### src/rtl/pffa_pkg.sv
package pffa_pkg;

   // geometry
   localparam int PAGE_COUNT     = 4;
   localparam int PAGE_BYTES     = 4096;
   localparam int GRANULE_BYTES  = 256;   // power of two
   localparam int GRANS_PER_PAGE = PAGE_BYTES / GRANULE_BYTES;
   localparam int TOTAL_GRANS    = PAGE_COUNT * GRANS_PER_PAGE;
   localparam int GRAN_SHIFT     = $clog2(GRANULE_BYTES);

   // field widths
   localparam int FUNC_W   = 1;
   localparam int REQ_W    = 13;
   localparam int PAGE_W   = 2;
   localparam int OFFSET_W = 12;
   localparam int STATUS_W = 2;

   // internal widths
   localparam int ADDR_W = $clog2(TOTAL_GRANS);
   localparam int G_W    = $clog2(GRANS_PER_PAGE + 1);
   localparam int LEN_W  = $clog2(GRANS_PER_PAGE + 1);

   // request codes
   localparam logic [FUNC_W-1:0] FUNC_ALLOC = 1'b0;
   localparam logic [FUNC_W-1:0] FUNC_FREE  = 1'b1;

   // status codes
   localparam logic [STATUS_W-1:0] ST_OK        = 2'd0;
   localparam logic [STATUS_W-1:0] ST_BAD_SIZE  = 2'd1;
   localparam logic [STATUS_W-1:0] ST_NO_SPACE  = 2'd2;
   localparam logic [STATUS_W-1:0] ST_NOT_FOUND = 2'd3;

   localparam logic [OFFSET_W-1:0] OFF_MASK = OFFSET_W'(GRANULE_BYTES - 1);

   typedef struct packed {
      logic             used;
      logic [LEN_W-1:0] length;
   } seg_entry_type;

   typedef struct packed {
      logic              rd_en;
      logic [ADDR_W-1:0] rd_addr;
      logic              wr_en;
      logic [ADDR_W-1:0] wr_addr;
      seg_entry_type     wr_data;
   } mem_req_type;

   function automatic logic [ADDR_W-1:0] seg_addr(input logic [PAGE_W-1:0] page,
                                                  input logic [G_W-1:0] g);
      seg_addr = ADDR_W'(ADDR_W'(page) * ADDR_W'(GRANS_PER_PAGE) + ADDR_W'(g));
   endfunction

endpackage

### src/rtl/pffa_if.sv
interface pffa_req_if;
   logic                           valid;
   logic                           ready;
   logic [pffa_pkg::FUNC_W-1:0]    func;
   logic [pffa_pkg::REQ_W-1:0]     request_bytes;
   logic [pffa_pkg::PAGE_W-1:0]    free_page;
   logic [pffa_pkg::OFFSET_W-1:0]  free_offset;

   modport source(output valid, func, request_bytes, free_page, free_offset,
                  input ready);
   modport sink(input valid, func, request_bytes, free_page, free_offset,
                output ready);
endinterface

interface pffa_rsp_if;
   logic                           valid;
   logic                           ready;
   logic [pffa_pkg::STATUS_W-1:0]  status;
   logic [pffa_pkg::PAGE_W-1:0]    block_page;
   logic [pffa_pkg::OFFSET_W-1:0]  block_offset;

   modport source(output valid, status, block_page, block_offset, input ready);
   modport sink(input valid, status, block_page, block_offset, output ready);
endinterface

### src/rtl/paged_first_fit_allocator.sv
// A bad size or bad free address goes straight to the result word; otherwise the sequencer
//   reads and evaluates segment entries in turn, does the allocate or free writes, then
//   loads the result word. One word at a time: the next word is taken only once the result
//   word has loaded; the walk over the segment memory sets the pace.
// A stalled result word holds the next result in the done state until the word leaves.
// Reset: synchronous; clears the per-entry valid bits so every page reads as one free segment.
module paged_first_fit_allocator (
   input  logic       clock,
   input  logic       reset,
   pffa_req_if.sink   req_chan,
   pffa_rsp_if.source rsp_chan
);
   import pffa_pkg::*;

   mem_req_type   mem_req;
   seg_entry_type rd_data;

   // sequencer: walks segments, carves on allocate, coalesces on free
   pffa_ctrl u_ctrl (
      .clock    (clock),
      .reset    (reset),
      .req_chan (req_chan),
      .rsp_chan (rsp_chan),
      .mem_req  (mem_req),
      .rd_data  (rd_data)
   );

   // segment table: length and used flag per granule, registered read
   pffa_seg_mem u_seg_mem (
      .clock   (clock),
      .reset   (reset),
      .mem_req (mem_req),
      .rd_data (rd_data)
   );

endmodule

### src/rtl/pffa_seg_mem.sv
module pffa_seg_mem (
   input  logic                    clock,
   input  logic                    reset,
   input  pffa_pkg::mem_req_type   mem_req,
   output pffa_pkg::seg_entry_type rd_data
);
   import pffa_pkg::*;

   seg_entry_type             mem [TOTAL_GRANS];
   logic [TOTAL_GRANS-1:0]    valid_ff;
   seg_entry_type             rd_data_ff;
   logic                      rd_valid_ff;
   logic [ADDR_W-1:0]         rd_addr_ff;
   seg_entry_type             reset_entry;

   always_ff @(posedge clock) begin
      if (mem_req.wr_en) begin
         mem[mem_req.wr_addr] <= mem_req.wr_data;
      end
      if (mem_req.rd_en) begin
         rd_data_ff <= mem[mem_req.rd_addr];
         rd_addr_ff <= mem_req.rd_addr;
      end
   end

   always_ff @(posedge clock) begin
      if (reset) begin
         valid_ff    <= '0;
         rd_valid_ff <= 1'b0;
      end else begin
         if (mem_req.wr_en) begin
            valid_ff[mem_req.wr_addr] <= 1'b1;
         end
         if (mem_req.rd_en) begin
            rd_valid_ff <= valid_ff[mem_req.rd_addr];
         end
      end
   end

   // unwritten entry: a full free page at each page start, nothing elsewhere
   always_comb begin
      reset_entry.used   = 1'b0;
      reset_entry.length = ((rd_addr_ff % GRANS_PER_PAGE) == 0) ?
                           LEN_W'(GRANS_PER_PAGE) : '0;
   end

   assign rd_data = rd_valid_ff ? rd_data_ff : reset_entry;

endmodule

### src/rtl/pffa_ctrl.sv
module pffa_ctrl (
   input  logic                    clock,
   input  logic                    reset,
   pffa_req_if.sink                req_chan,
   pffa_rsp_if.source              rsp_chan,
   output pffa_pkg::mem_req_type   mem_req,
   input  pffa_pkg::seg_entry_type rd_data
);
   import pffa_pkg::*;

   localparam logic [3:0] S_IDLE     = 4'd0;
   localparam logic [3:0] S_READ     = 4'd1;
   localparam logic [3:0] S_EVAL     = 4'd2;
   localparam logic [3:0] S_AWR2     = 4'd3;
   localparam logic [3:0] S_READ_NXT = 4'd4;
   localparam logic [3:0] S_EVAL_NXT = 4'd5;
   localparam logic [3:0] S_FWR1     = 4'd6;
   localparam logic [3:0] S_FWR2     = 4'd7;
   localparam logic [3:0] S_FWR3     = 4'd8;
   localparam logic [3:0] S_DONE     = 4'd9;

   logic [3:0]          state_ff, state_in;
   logic [FUNC_W-1:0]   func_ff, func_in;
   logic [REQ_W-1:0]    need_ff, need_in;
   logic [PAGE_W-1:0]   page_ff, page_in;
   logic [G_W-1:0]      g_ff, g_in;
   logic [G_W-1:0]      target_ff, target_in;
   logic [G_W-1:0]      prev_g_ff, prev_g_in;
   logic [LEN_W-1:0]    prev_len_ff, prev_len_in;
   logic                prev_used_ff, prev_used_in;
   logic                have_prev_ff, have_prev_in;
   logic [LEN_W-1:0]    cur_len_ff, cur_len_in;
   logic                merge_ff, merge_in;
   logic [STATUS_W-1:0] res_status_ff, res_status_in;
   logic [PAGE_W-1:0]   res_page_ff, res_page_in;
   logic [G_W-1:0]      res_g_ff, res_g_in;
   logic                out_valid_ff, out_valid_in;
   logic [STATUS_W-1:0] out_status_ff, out_status_in;
   logic [PAGE_W-1:0]   out_page_ff, out_page_in;
   logic [OFFSET_W-1:0] out_offset_ff, out_offset_in;

   logic [G_W:0]              g_sum;
   logic                      prev_merge;
   logic [OFFSET_W-1:0]       req_target;
   logic [OFFSET_W+G_W-1:0]   res_off_wide;

   assign g_sum        = (G_W + 1)'(g_ff) + (G_W + 1)'(rd_data.length);
   assign prev_merge   = have_prev_ff && !prev_used_ff;
   assign req_target   = req_chan.free_offset >> GRAN_SHIFT;
   assign res_off_wide = (OFFSET_W + G_W)'(res_g_ff) << GRAN_SHIFT;

   always_comb begin
      state_in      = state_ff;
      func_in       = func_ff;
      need_in       = need_ff;
      page_in       = page_ff;
      g_in          = g_ff;
      target_in     = target_ff;
      prev_g_in     = prev_g_ff;
      prev_len_in   = prev_len_ff;
      prev_used_in  = prev_used_ff;
      have_prev_in  = have_prev_ff;
      cur_len_in    = cur_len_ff;
      merge_in      = merge_ff;
      res_status_in = res_status_ff;
      res_page_in   = res_page_ff;
      res_g_in      = res_g_ff;
      out_valid_in  = out_valid_ff && !rsp_chan.ready;
      out_status_in = out_status_ff;
      out_page_in   = out_page_ff;
      out_offset_in = out_offset_ff;
      mem_req       = '0;

      case (state_ff)
         S_IDLE: begin
            if (req_chan.valid) begin
               func_in      = req_chan.func;
               need_in      = req_chan.request_bytes >> GRAN_SHIFT;
               g_in         = '0;
               have_prev_in = 1'b0;
               target_in    = G_W'(req_target);
               res_page_in  = '0;
               res_g_in     = '0;
               if (req_chan.func == FUNC_ALLOC) begin
                  page_in = '0;
                  if (req_chan.request_bytes == '0 ||
                      (req_chan.request_bytes & REQ_W'(GRANULE_BYTES - 1)) != '0) begin
                     res_status_in = ST_BAD_SIZE;
                     state_in      = S_DONE;
                  end else begin
                     state_in = S_READ;
                  end
               end else begin
                  page_in = req_chan.free_page;
                  if (int'(req_chan.free_page) >= PAGE_COUNT ||
                      (req_chan.free_offset & OFF_MASK) != '0 ||
                      int'(req_target) >= GRANS_PER_PAGE) begin
                     res_status_in = ST_NOT_FOUND;
                     state_in      = S_DONE;
                  end else begin
                     state_in = S_READ;
                  end
               end
            end
         end

         S_READ: begin
            mem_req.rd_en   = 1'b1;
            mem_req.rd_addr = seg_addr(page_ff, g_ff);
            state_in        = S_EVAL;
         end

         S_EVAL: begin
            if (func_ff == FUNC_ALLOC) begin
               if (rd_data.length != '0 && !rd_data.used &&
                   REQ_W'(rd_data.length) >= need_ff) begin
                  // first fit
                  if (REQ_W'(rd_data.length) > need_ff) begin
                     // keep the bottom free, hand out the top
                     mem_req.wr_en          = 1'b1;
                     mem_req.wr_addr        = seg_addr(page_ff, g_ff);
                     mem_req.wr_data.used   = 1'b0;
                     mem_req.wr_data.length = rd_data.length - LEN_W'(need_ff);
                     g_in     = G_W'(g_ff + G_W'(rd_data.length - LEN_W'(need_ff)));
                     state_in = S_AWR2;
                  end else begin
                     mem_req.wr_en          = 1'b1;
                     mem_req.wr_addr        = seg_addr(page_ff, g_ff);
                     mem_req.wr_data.used   = 1'b1;
                     mem_req.wr_data.length = rd_data.length;
                     res_status_in = ST_OK;
                     res_page_in   = page_ff;
                     res_g_in      = g_ff;
                     state_in      = S_DONE;
                  end
               end else if (rd_data.length != '0 && int'(g_sum) < GRANS_PER_PAGE) begin
                  g_in     = G_W'(g_sum);
                  state_in = S_READ;
               end else if (int'(page_ff) == PAGE_COUNT - 1) begin
                  res_status_in = ST_NO_SPACE;
                  res_page_in   = '0;
                  res_g_in      = '0;
                  state_in      = S_DONE;
               end else begin
                  page_in  = page_ff + 1'b1;
                  g_in     = '0;
                  state_in = S_READ;
               end
            end else begin
               if (rd_data.length == '0 || g_ff > target_ff) begin
                  res_status_in = ST_NOT_FOUND;
                  state_in      = S_DONE;
               end else if (g_ff == target_ff) begin
                  if (!rd_data.used) begin
                     res_status_in = ST_NOT_FOUND;
                     state_in      = S_DONE;
                  end else begin
                     cur_len_in = rd_data.length;
                     merge_in   = 1'b0;
                     if (int'(g_sum) < GRANS_PER_PAGE) begin
                        g_in     = G_W'(g_sum);
                        state_in = S_READ_NXT;
                     end else begin
                        state_in = S_FWR1;
                     end
                  end
               end else begin
                  prev_g_in    = g_ff;
                  prev_len_in  = rd_data.length;
                  prev_used_in = rd_data.used;
                  have_prev_in = 1'b1;
                  if (int'(g_sum) >= GRANS_PER_PAGE) begin
                     res_status_in = ST_NOT_FOUND;
                     state_in      = S_DONE;
                  end else begin
                     g_in     = G_W'(g_sum);
                     state_in = S_READ;
                  end
               end
            end
         end

         S_AWR2: begin
            mem_req.wr_en          = 1'b1;
            mem_req.wr_addr        = seg_addr(page_ff, g_ff);
            mem_req.wr_data.used   = 1'b1;
            mem_req.wr_data.length = LEN_W'(need_ff);
            res_status_in = ST_OK;
            res_page_in   = page_ff;
            res_g_in      = g_ff;
            state_in      = S_DONE;
         end

         S_READ_NXT: begin
            mem_req.rd_en   = 1'b1;
            mem_req.rd_addr = seg_addr(page_ff, g_ff);
            state_in        = S_EVAL_NXT;
         end

         S_EVAL_NXT: begin
            merge_in = !rd_data.used && rd_data.length != '0;
            if (!rd_data.used && rd_data.length != '0) begin
               cur_len_in = LEN_W'(cur_len_ff + rd_data.length);
            end
            state_in = S_FWR1;
         end

         S_FWR1: begin
            // freed segment, possibly grown by the free segment above; zero length if folded below
            mem_req.wr_en          = 1'b1;
            mem_req.wr_addr        = seg_addr(page_ff, target_ff);
            mem_req.wr_data.used   = 1'b0;
            mem_req.wr_data.length = prev_merge ? '0 : cur_len_ff;
            res_status_in = ST_OK;
            res_page_in   = page_ff;
            res_g_in      = target_ff;
            if (merge_ff) begin
               state_in = S_FWR2;
            end else if (prev_merge) begin
               state_in = S_FWR3;
            end else begin
               state_in = S_DONE;
            end
         end

         S_FWR2: begin
            mem_req.wr_en   = 1'b1;
            mem_req.wr_addr = seg_addr(page_ff, g_ff);
            state_in        = prev_merge ? S_FWR3 : S_DONE;
         end

         S_FWR3: begin
            // fold into the free segment below
            mem_req.wr_en          = 1'b1;
            mem_req.wr_addr        = seg_addr(page_ff, prev_g_ff);
            mem_req.wr_data.used   = 1'b0;
            mem_req.wr_data.length = LEN_W'(prev_len_ff + cur_len_ff);
            state_in               = S_DONE;
         end

         S_DONE: begin
            if (!out_valid_ff || rsp_chan.ready) begin
               out_valid_in  = 1'b1;
               out_status_in = res_status_ff;
               out_page_in   = res_page_ff;
               out_offset_in = res_off_wide[OFFSET_W-1:0];
               state_in      = S_IDLE;
            end
         end

         default: begin
            state_in = S_IDLE;
         end
      endcase
   end

   always_ff @(posedge clock) begin
      if (reset) begin
         state_ff     <= S_IDLE;
         out_valid_ff <= 1'b0;
      end else begin
         state_ff     <= state_in;
         out_valid_ff <= out_valid_in;
      end
   end

   always_ff @(posedge clock) begin
      func_ff       <= func_in;
      need_ff       <= need_in;
      page_ff       <= page_in;
      g_ff          <= g_in;
      target_ff     <= target_in;
      prev_g_ff     <= prev_g_in;
      prev_len_ff   <= prev_len_in;
      prev_used_ff  <= prev_used_in;
      have_prev_ff  <= have_prev_in;
      cur_len_ff    <= cur_len_in;
      merge_ff      <= merge_in;
      res_status_ff <= res_status_in;
      res_page_ff   <= res_page_in;
      res_g_ff      <= res_g_in;
      out_status_ff <= out_status_in;
      out_page_ff   <= out_page_in;
      out_offset_ff <= out_offset_in;
   end

   assign req_chan.ready        = (state_ff == S_IDLE);
   assign rsp_chan.valid        = out_valid_ff;
   assign rsp_chan.status       = out_status_ff;
   assign rsp_chan.block_page   = out_page_ff;
   assign rsp_chan.block_offset = out_offset_ff;

endmodule

### src/flat_wrapper.sv
// flat-port wrapper written by rule: the top's interface ports become plain ports
module paged_first_fit_allocator_flat import pffa_pkg::*;
  (clock, reset, req_chan_valid, req_chan_func, req_chan_request_bytes, req_chan_free_page, req_chan_free_offset, req_chan_ready, rsp_chan_valid, rsp_chan_status, rsp_chan_block_page, rsp_chan_block_offset, rsp_chan_ready);
  pffa_req_if req_chan_i ();
  pffa_rsp_if rsp_chan_i ();
  input  logic clock;
  input  logic reset;
  input wire logic [$bits(req_chan_i.valid)-1:0] req_chan_valid;
  input wire logic [$bits(req_chan_i.func)-1:0] req_chan_func;
  input wire logic [$bits(req_chan_i.request_bytes)-1:0] req_chan_request_bytes;
  input wire logic [$bits(req_chan_i.free_page)-1:0] req_chan_free_page;
  input wire logic [$bits(req_chan_i.free_offset)-1:0] req_chan_free_offset;
  output wire logic [$bits(req_chan_i.ready)-1:0] req_chan_ready;
  output wire logic [$bits(rsp_chan_i.valid)-1:0] rsp_chan_valid;
  output wire logic [$bits(rsp_chan_i.status)-1:0] rsp_chan_status;
  output wire logic [$bits(rsp_chan_i.block_page)-1:0] rsp_chan_block_page;
  output wire logic [$bits(rsp_chan_i.block_offset)-1:0] rsp_chan_block_offset;
  input wire logic [$bits(rsp_chan_i.ready)-1:0] rsp_chan_ready;
  assign req_chan_i.valid = req_chan_valid;
  assign req_chan_i.func = req_chan_func;
  assign req_chan_i.request_bytes = req_chan_request_bytes;
  assign req_chan_i.free_page = req_chan_free_page;
  assign req_chan_i.free_offset = req_chan_free_offset;
  assign req_chan_ready = req_chan_i.ready;
  assign rsp_chan_valid = rsp_chan_i.valid;
  assign rsp_chan_status = rsp_chan_i.status;
  assign rsp_chan_block_page = rsp_chan_i.block_page;
  assign rsp_chan_block_offset = rsp_chan_i.block_offset;
  assign rsp_chan_i.ready = rsp_chan_ready;
  paged_first_fit_allocator u_core (.clock(clock), .reset(reset), .req_chan(req_chan_i), .rsp_chan(rsp_chan_i));
endmodule
### config.mk
export PLATFORM = sky130hd
export DESIGN_NAME = paged_first_fit_allocator_flat
export DESIGN_NICKNAME = d
export VERILOG_FILES = /design/src/rtl/pffa_pkg.sv /design/src/rtl/pffa_if.sv /design/src/rtl/paged_first_fit_allocator.sv /design/src/rtl/pffa_seg_mem.sv /design/src/rtl/pffa_ctrl.sv /design/src/flat_wrapper.sv
export SDC_FILE = /design/constraint.sdc
export NUM_CORES = 1
export LEC_CHECK = 0
export BUFFER_PORTS_ARGS = -buffer_cell sky130_fd_sc_hd__buf_4
export CAP_MARGIN = 20
export CORE_ASPECT_RATIO = 0.8
export CORE_MARGIN = 4
export CORE_UTILIZATION = 41
export DETAILED_ROUTE_END_ITERATION = 16
export PLACE_DENSITY = 0.63
export SYNTH_ARGS = -nofsm -noshare
export SYNTH_HDL_FRONTEND = slang
export SYNTH_SLANG_ARGS = --single-unit
### constraint.sdc
create_clock -name clock -period 7.5 [get_ports clock]
set_input_delay 0.375 -clock clock [delete_from_list [all_inputs] [get_ports clock]]
set_output_delay 0.375 -clock clock [all_outputs]
set_load 0.005 [all_outputs]
==> results by group <==
Critical path
  – Crit-path leading delay family: buffers and inverters
  – Crit path depth: 10
  – Required time of the worst setup path: 7.85 ns
  – Crit Path Category: register to register
  – Slowest CP cell: dfxtp_1
  – CP Buf/Inv Count: 3
  – Reg2Reg Launch Point: u_core.u_ctrl.state_ff[2]$_SDFFE_PP0P_
  – Worst-path fanout max: 85
  – Max incr delay on CP: 0.74 ns
  – Cells on worst reg2reg path: 10
  – Crit path cell chain: xor2_1, nand3_2, buf_4, inv_6, buf_4, mux2i_1, a22oi_1, nand3_1, nand3_1, o22a_1
  – Reg2Reg Capture Point: u_core.u_seg_mem.rd_data_ff[2]$_DFFE_PN_
  – Critical path launch point type: register
  – Setup crit end: u_core.u_seg_mem.rd_data_ff[2]$_DFFE_PN_
  – CP Launch Point: u_core.u_ctrl.state_ff[2]$_SDFFE_PP0P_
  – Reg2reg setup slack: 2.91 ns
  – Endpoint class of the critical path: register
  – Worst Path Arrival: 4.94 ns

Yosys
  – Cell count after synthesis: 1768
  – Synth Cell Area: 0.0221 mm2
  – Prevailing post-synth register cell: edfxtp_1
  – Warnings, synthesis: 0
  – Synth Register Bits: 515
  – Async SR Flop Fraction: 0%
  – Avg Cell Area, Syn: 12.5 um2
  – Count of unique library cells instantiated by Yosys: 82
  – EDFF count, synth: 445
  – Sequential-to-total area share from yosys stat: 66.8%

CTS
  – Root Driver: clkbuf_16
  – Clock latency at the later pin of the worst-skew pair: 0.60 ns
  – CTS tree: yes
  – CTS sink cnt: 515
  – Clock transition at path regs: 0.07 ns
  – PostCTS Resize Cnt: 0
  – Max Buffers Root-to-Sink: 3
  – H-tree levels: 2
  – TritonCTS buffer count: 49

Finish
  – Commonest non-fill, non-tap cell in the layout: edfxtp_1
  – Post-route design area: 0.0248 mm2
  – Ant. Diodes: 0
  – Most frequent cells in the layout: edfxtp_1, nand2_1, nor2_1
  – Fraction of layout instances using a drive strength above 1: 10.7%
  – P&R area growth vs syn: 12.0%
  – Layout net count: 1843

STA
  – Max Fclk: 218 MHz
  – Clk_skew: 0.0301 ns
  – Final Slew Violations: 0
  – # setup viols final: 0
  – Fin crit period: 4.59 ns
  – Final hold vios: 0
  – Rel. slew slack: 32.9%
  – WHS: 0.0352 ns
  – RSZ-0062 raised after global routing: false
  – Crit share post-route: 61.2%
  – Worst slew pin tran: 0.996 ns
  – Setup_tns: 0 ns

Detailed routing
  – Via count: 14.9k
  – Post-DR vias/cell: 5.93
  – Final antenna-violating net count: 0
  – Drt first-iter violations: 1736
  – Drt drc: 0
  – WL final: 58.4 mm
  – TritonRoute pass-1 iters: 5
  – WL per Instance: 23.3 um

Outcome
  – Status: finished clean

Global routing
  – First-pass GRT wire length: 88.5 mm
  – Largest net degree at the start of global routing: 86
  – Total gr overflow: 0
  – Gr usage total: 19.9%
  – Initial antenna violation count: 2
  – Vias in the first global route: 14.5k

Power and ir drop
  – Worst VDD drop: 0.000186 V
  – Pleak: 8.05 nW
  – Pwr Total: 8.26 mW
  – Pwr dens: 334 mW/mm2

Place
  – HPWL after detailed placement: 36.2 mm
  – Dpl cell area: 0.0230 mm2
  – Gpl congestion: 0.865
  – PortBufs: 41

Floorplan
  – Starting density of the core: 41.8%
  – Die H: 216 um
  – Die width: 268 um
  – Placeable Area: 0.0529 mm2
  – Die Area: 0.0577 mm2
  – # rows: 75
  – # IOs: 50

Flow run
  – Max cap viols: 0

Min path
  – Worst hold path class: primary input to register
## layer usage
layer,vias to the layer above,global-route usage (%),share of wire [%],wire [um]
li1,6727,-,-,-
met1,7454,29.8,45,26300
met2,629,29.1,44,25600
met3,80,4.87,9.2,5370
met4,0,5.10,2.1,1220
met5,-,0,0,0
## cell families after synthesis
logic type      count (synthesis)  share of synthesized area [%]
compound gates                441                           14.5
xor+xnor                       18                          0.713
fa+ha+maj                      34                           2.09
buf+inv                       220                           4.27
flops                         515                           66.8
mux                            30                           1.36
other cells                     1                         0.0170
simple gates                  509                           10.3
## worst register-to-register path: stages (launching register included)
cell and delay [ns]:
dfxtp_1 0.74, xor2_1 0.65, nand3_2 0.13, buf_4 0.39, inv_6 0.75, buf_4 0.61
mux2i_1 0.37, a22oi_1 0.10, nand3_1 0.15, nand3_1 0.22, o22a_1 0.27
## worst min path at each step
stage,startpoint,cells after the start,endpoint,slack (ns)
global placement,u_core.u_ctrl.res_g_ff[2]$_DFFE_PP_,0,u_core.u_ctrl.rsp_chan.block_offset[10]$_DFFE_PP_,0.41
global route,req_chan_func,1,u_core.u_ctrl.func_ff$_DFFE_PP_,0.02
detailed placement,u_core.u_ctrl.res_g_ff[2]$_DFFE_PP_,0,u_core.u_ctrl.rsp_chan.block_offset[10]$_DFFE_PP_,0.41
finish,req_chan_func,1,u_core.u_ctrl.func_ff$_DFFE_PP_,0.04
floorplan,u_core.u_ctrl.res_g_ff[2]$_DFFE_PP_,0,u_core.u_ctrl.rsp_chan.block_offset[10]$_DFFE_PP_,0.40
CTS,req_chan_func,1,u_core.u_ctrl.func_ff$_DFFE_PP_,0.01
## synth_stat cells (5+ instances only)
cell type  instances  area share [%]
a22o_1             7            0.28
nand2_1          227             3.9
nor3_1             6            0.14
xnor2_1            8            0.32
o22a_1             6            0.24
clkbuf_1          69             1.2
nor2b_1           13            0.37
a31oi_1           33            0.93
nand3_1           80             1.8
edfxtp_1         445              60
fa_1               5            0.45
nor2_1           117             2.0
buf_4             10            0.34
dfxtp_1           70             6.3
mux2i_1           30             1.4
xor2_1            10            0.40
ha_1              29             1.6
inv_1             92             1.6
nand2b_1           8            0.23
o221ai_1          65             2.6
o2111ai_1         11            0.44
a22oi_1           16            0.54
o21ai_0           64             1.4
o22ai_1           87             2.5
a211oi_1           6            0.20
a21oi_1           40            0.91
o211ai_1          30             1.0
a21o_1            12            0.41
nand4_1           15            0.42
buf_2             36            0.82
a32oi_1            7            0.28
buf_1              5           0.085
o22ai_2           17            0.96
## report_power, final
part	switching [mW]	total, mW	internal [mW]
sequential	0.108	3.53	3.43
combinational	1.58	2.22	0.641
clock	1.09	2.51	1.42
total	2.77	8.26	5.49
## cell type report
cell class,count,area (um2)
Timing Repair Buffer,75,612
Inverter,96,370
Clock buffer,67,1400
Sequential cell,515,14800
Clock inverter,25,239
Tap cell,693,867
Fill cell,4754,28200
Multi-Input combinational cell,1040,6510
## through the flow
stage          setup slack (ns)  std cells  utilization, %
6_report                   2.91       2511            46.8
5_1_grt                    2.67       2511            46.8
4_1_cts                    2.99       2510            46.8
3_5_place_dp               2.99       2409            43.5
3_3_place_gp               3.03       2406            43.4
2_1_floorplan              3.03       1775               -
## sequential cells by signal, indices dropped and copies added (netlist names), 5 cells and up
signal / cells
u_core.u_ctrl.need_ff: 5
u_core.u_ctrl.cur_len_ff: 5
u_core.u_seg_mem.rd_data_ff: 6
u_core.u_seg_mem.valid_ff: 64
u_core.u_ctrl.prev_g_ff: 5
u_core.u_ctrl.g_ff: 5
u_core.u_ctrl.prev_len_ff: 5
u_core.u_seg_mem.mem: 384
## repair_timing
| item | CTS | global route |
|---|---|---|
| hold buffers | 9 | 0 |
| endpoints found under the hold margin | 9 | 0 |
| buffers inserted | 0 | 0 |
No activity file was read; power rests on OpenSTA's default activity.
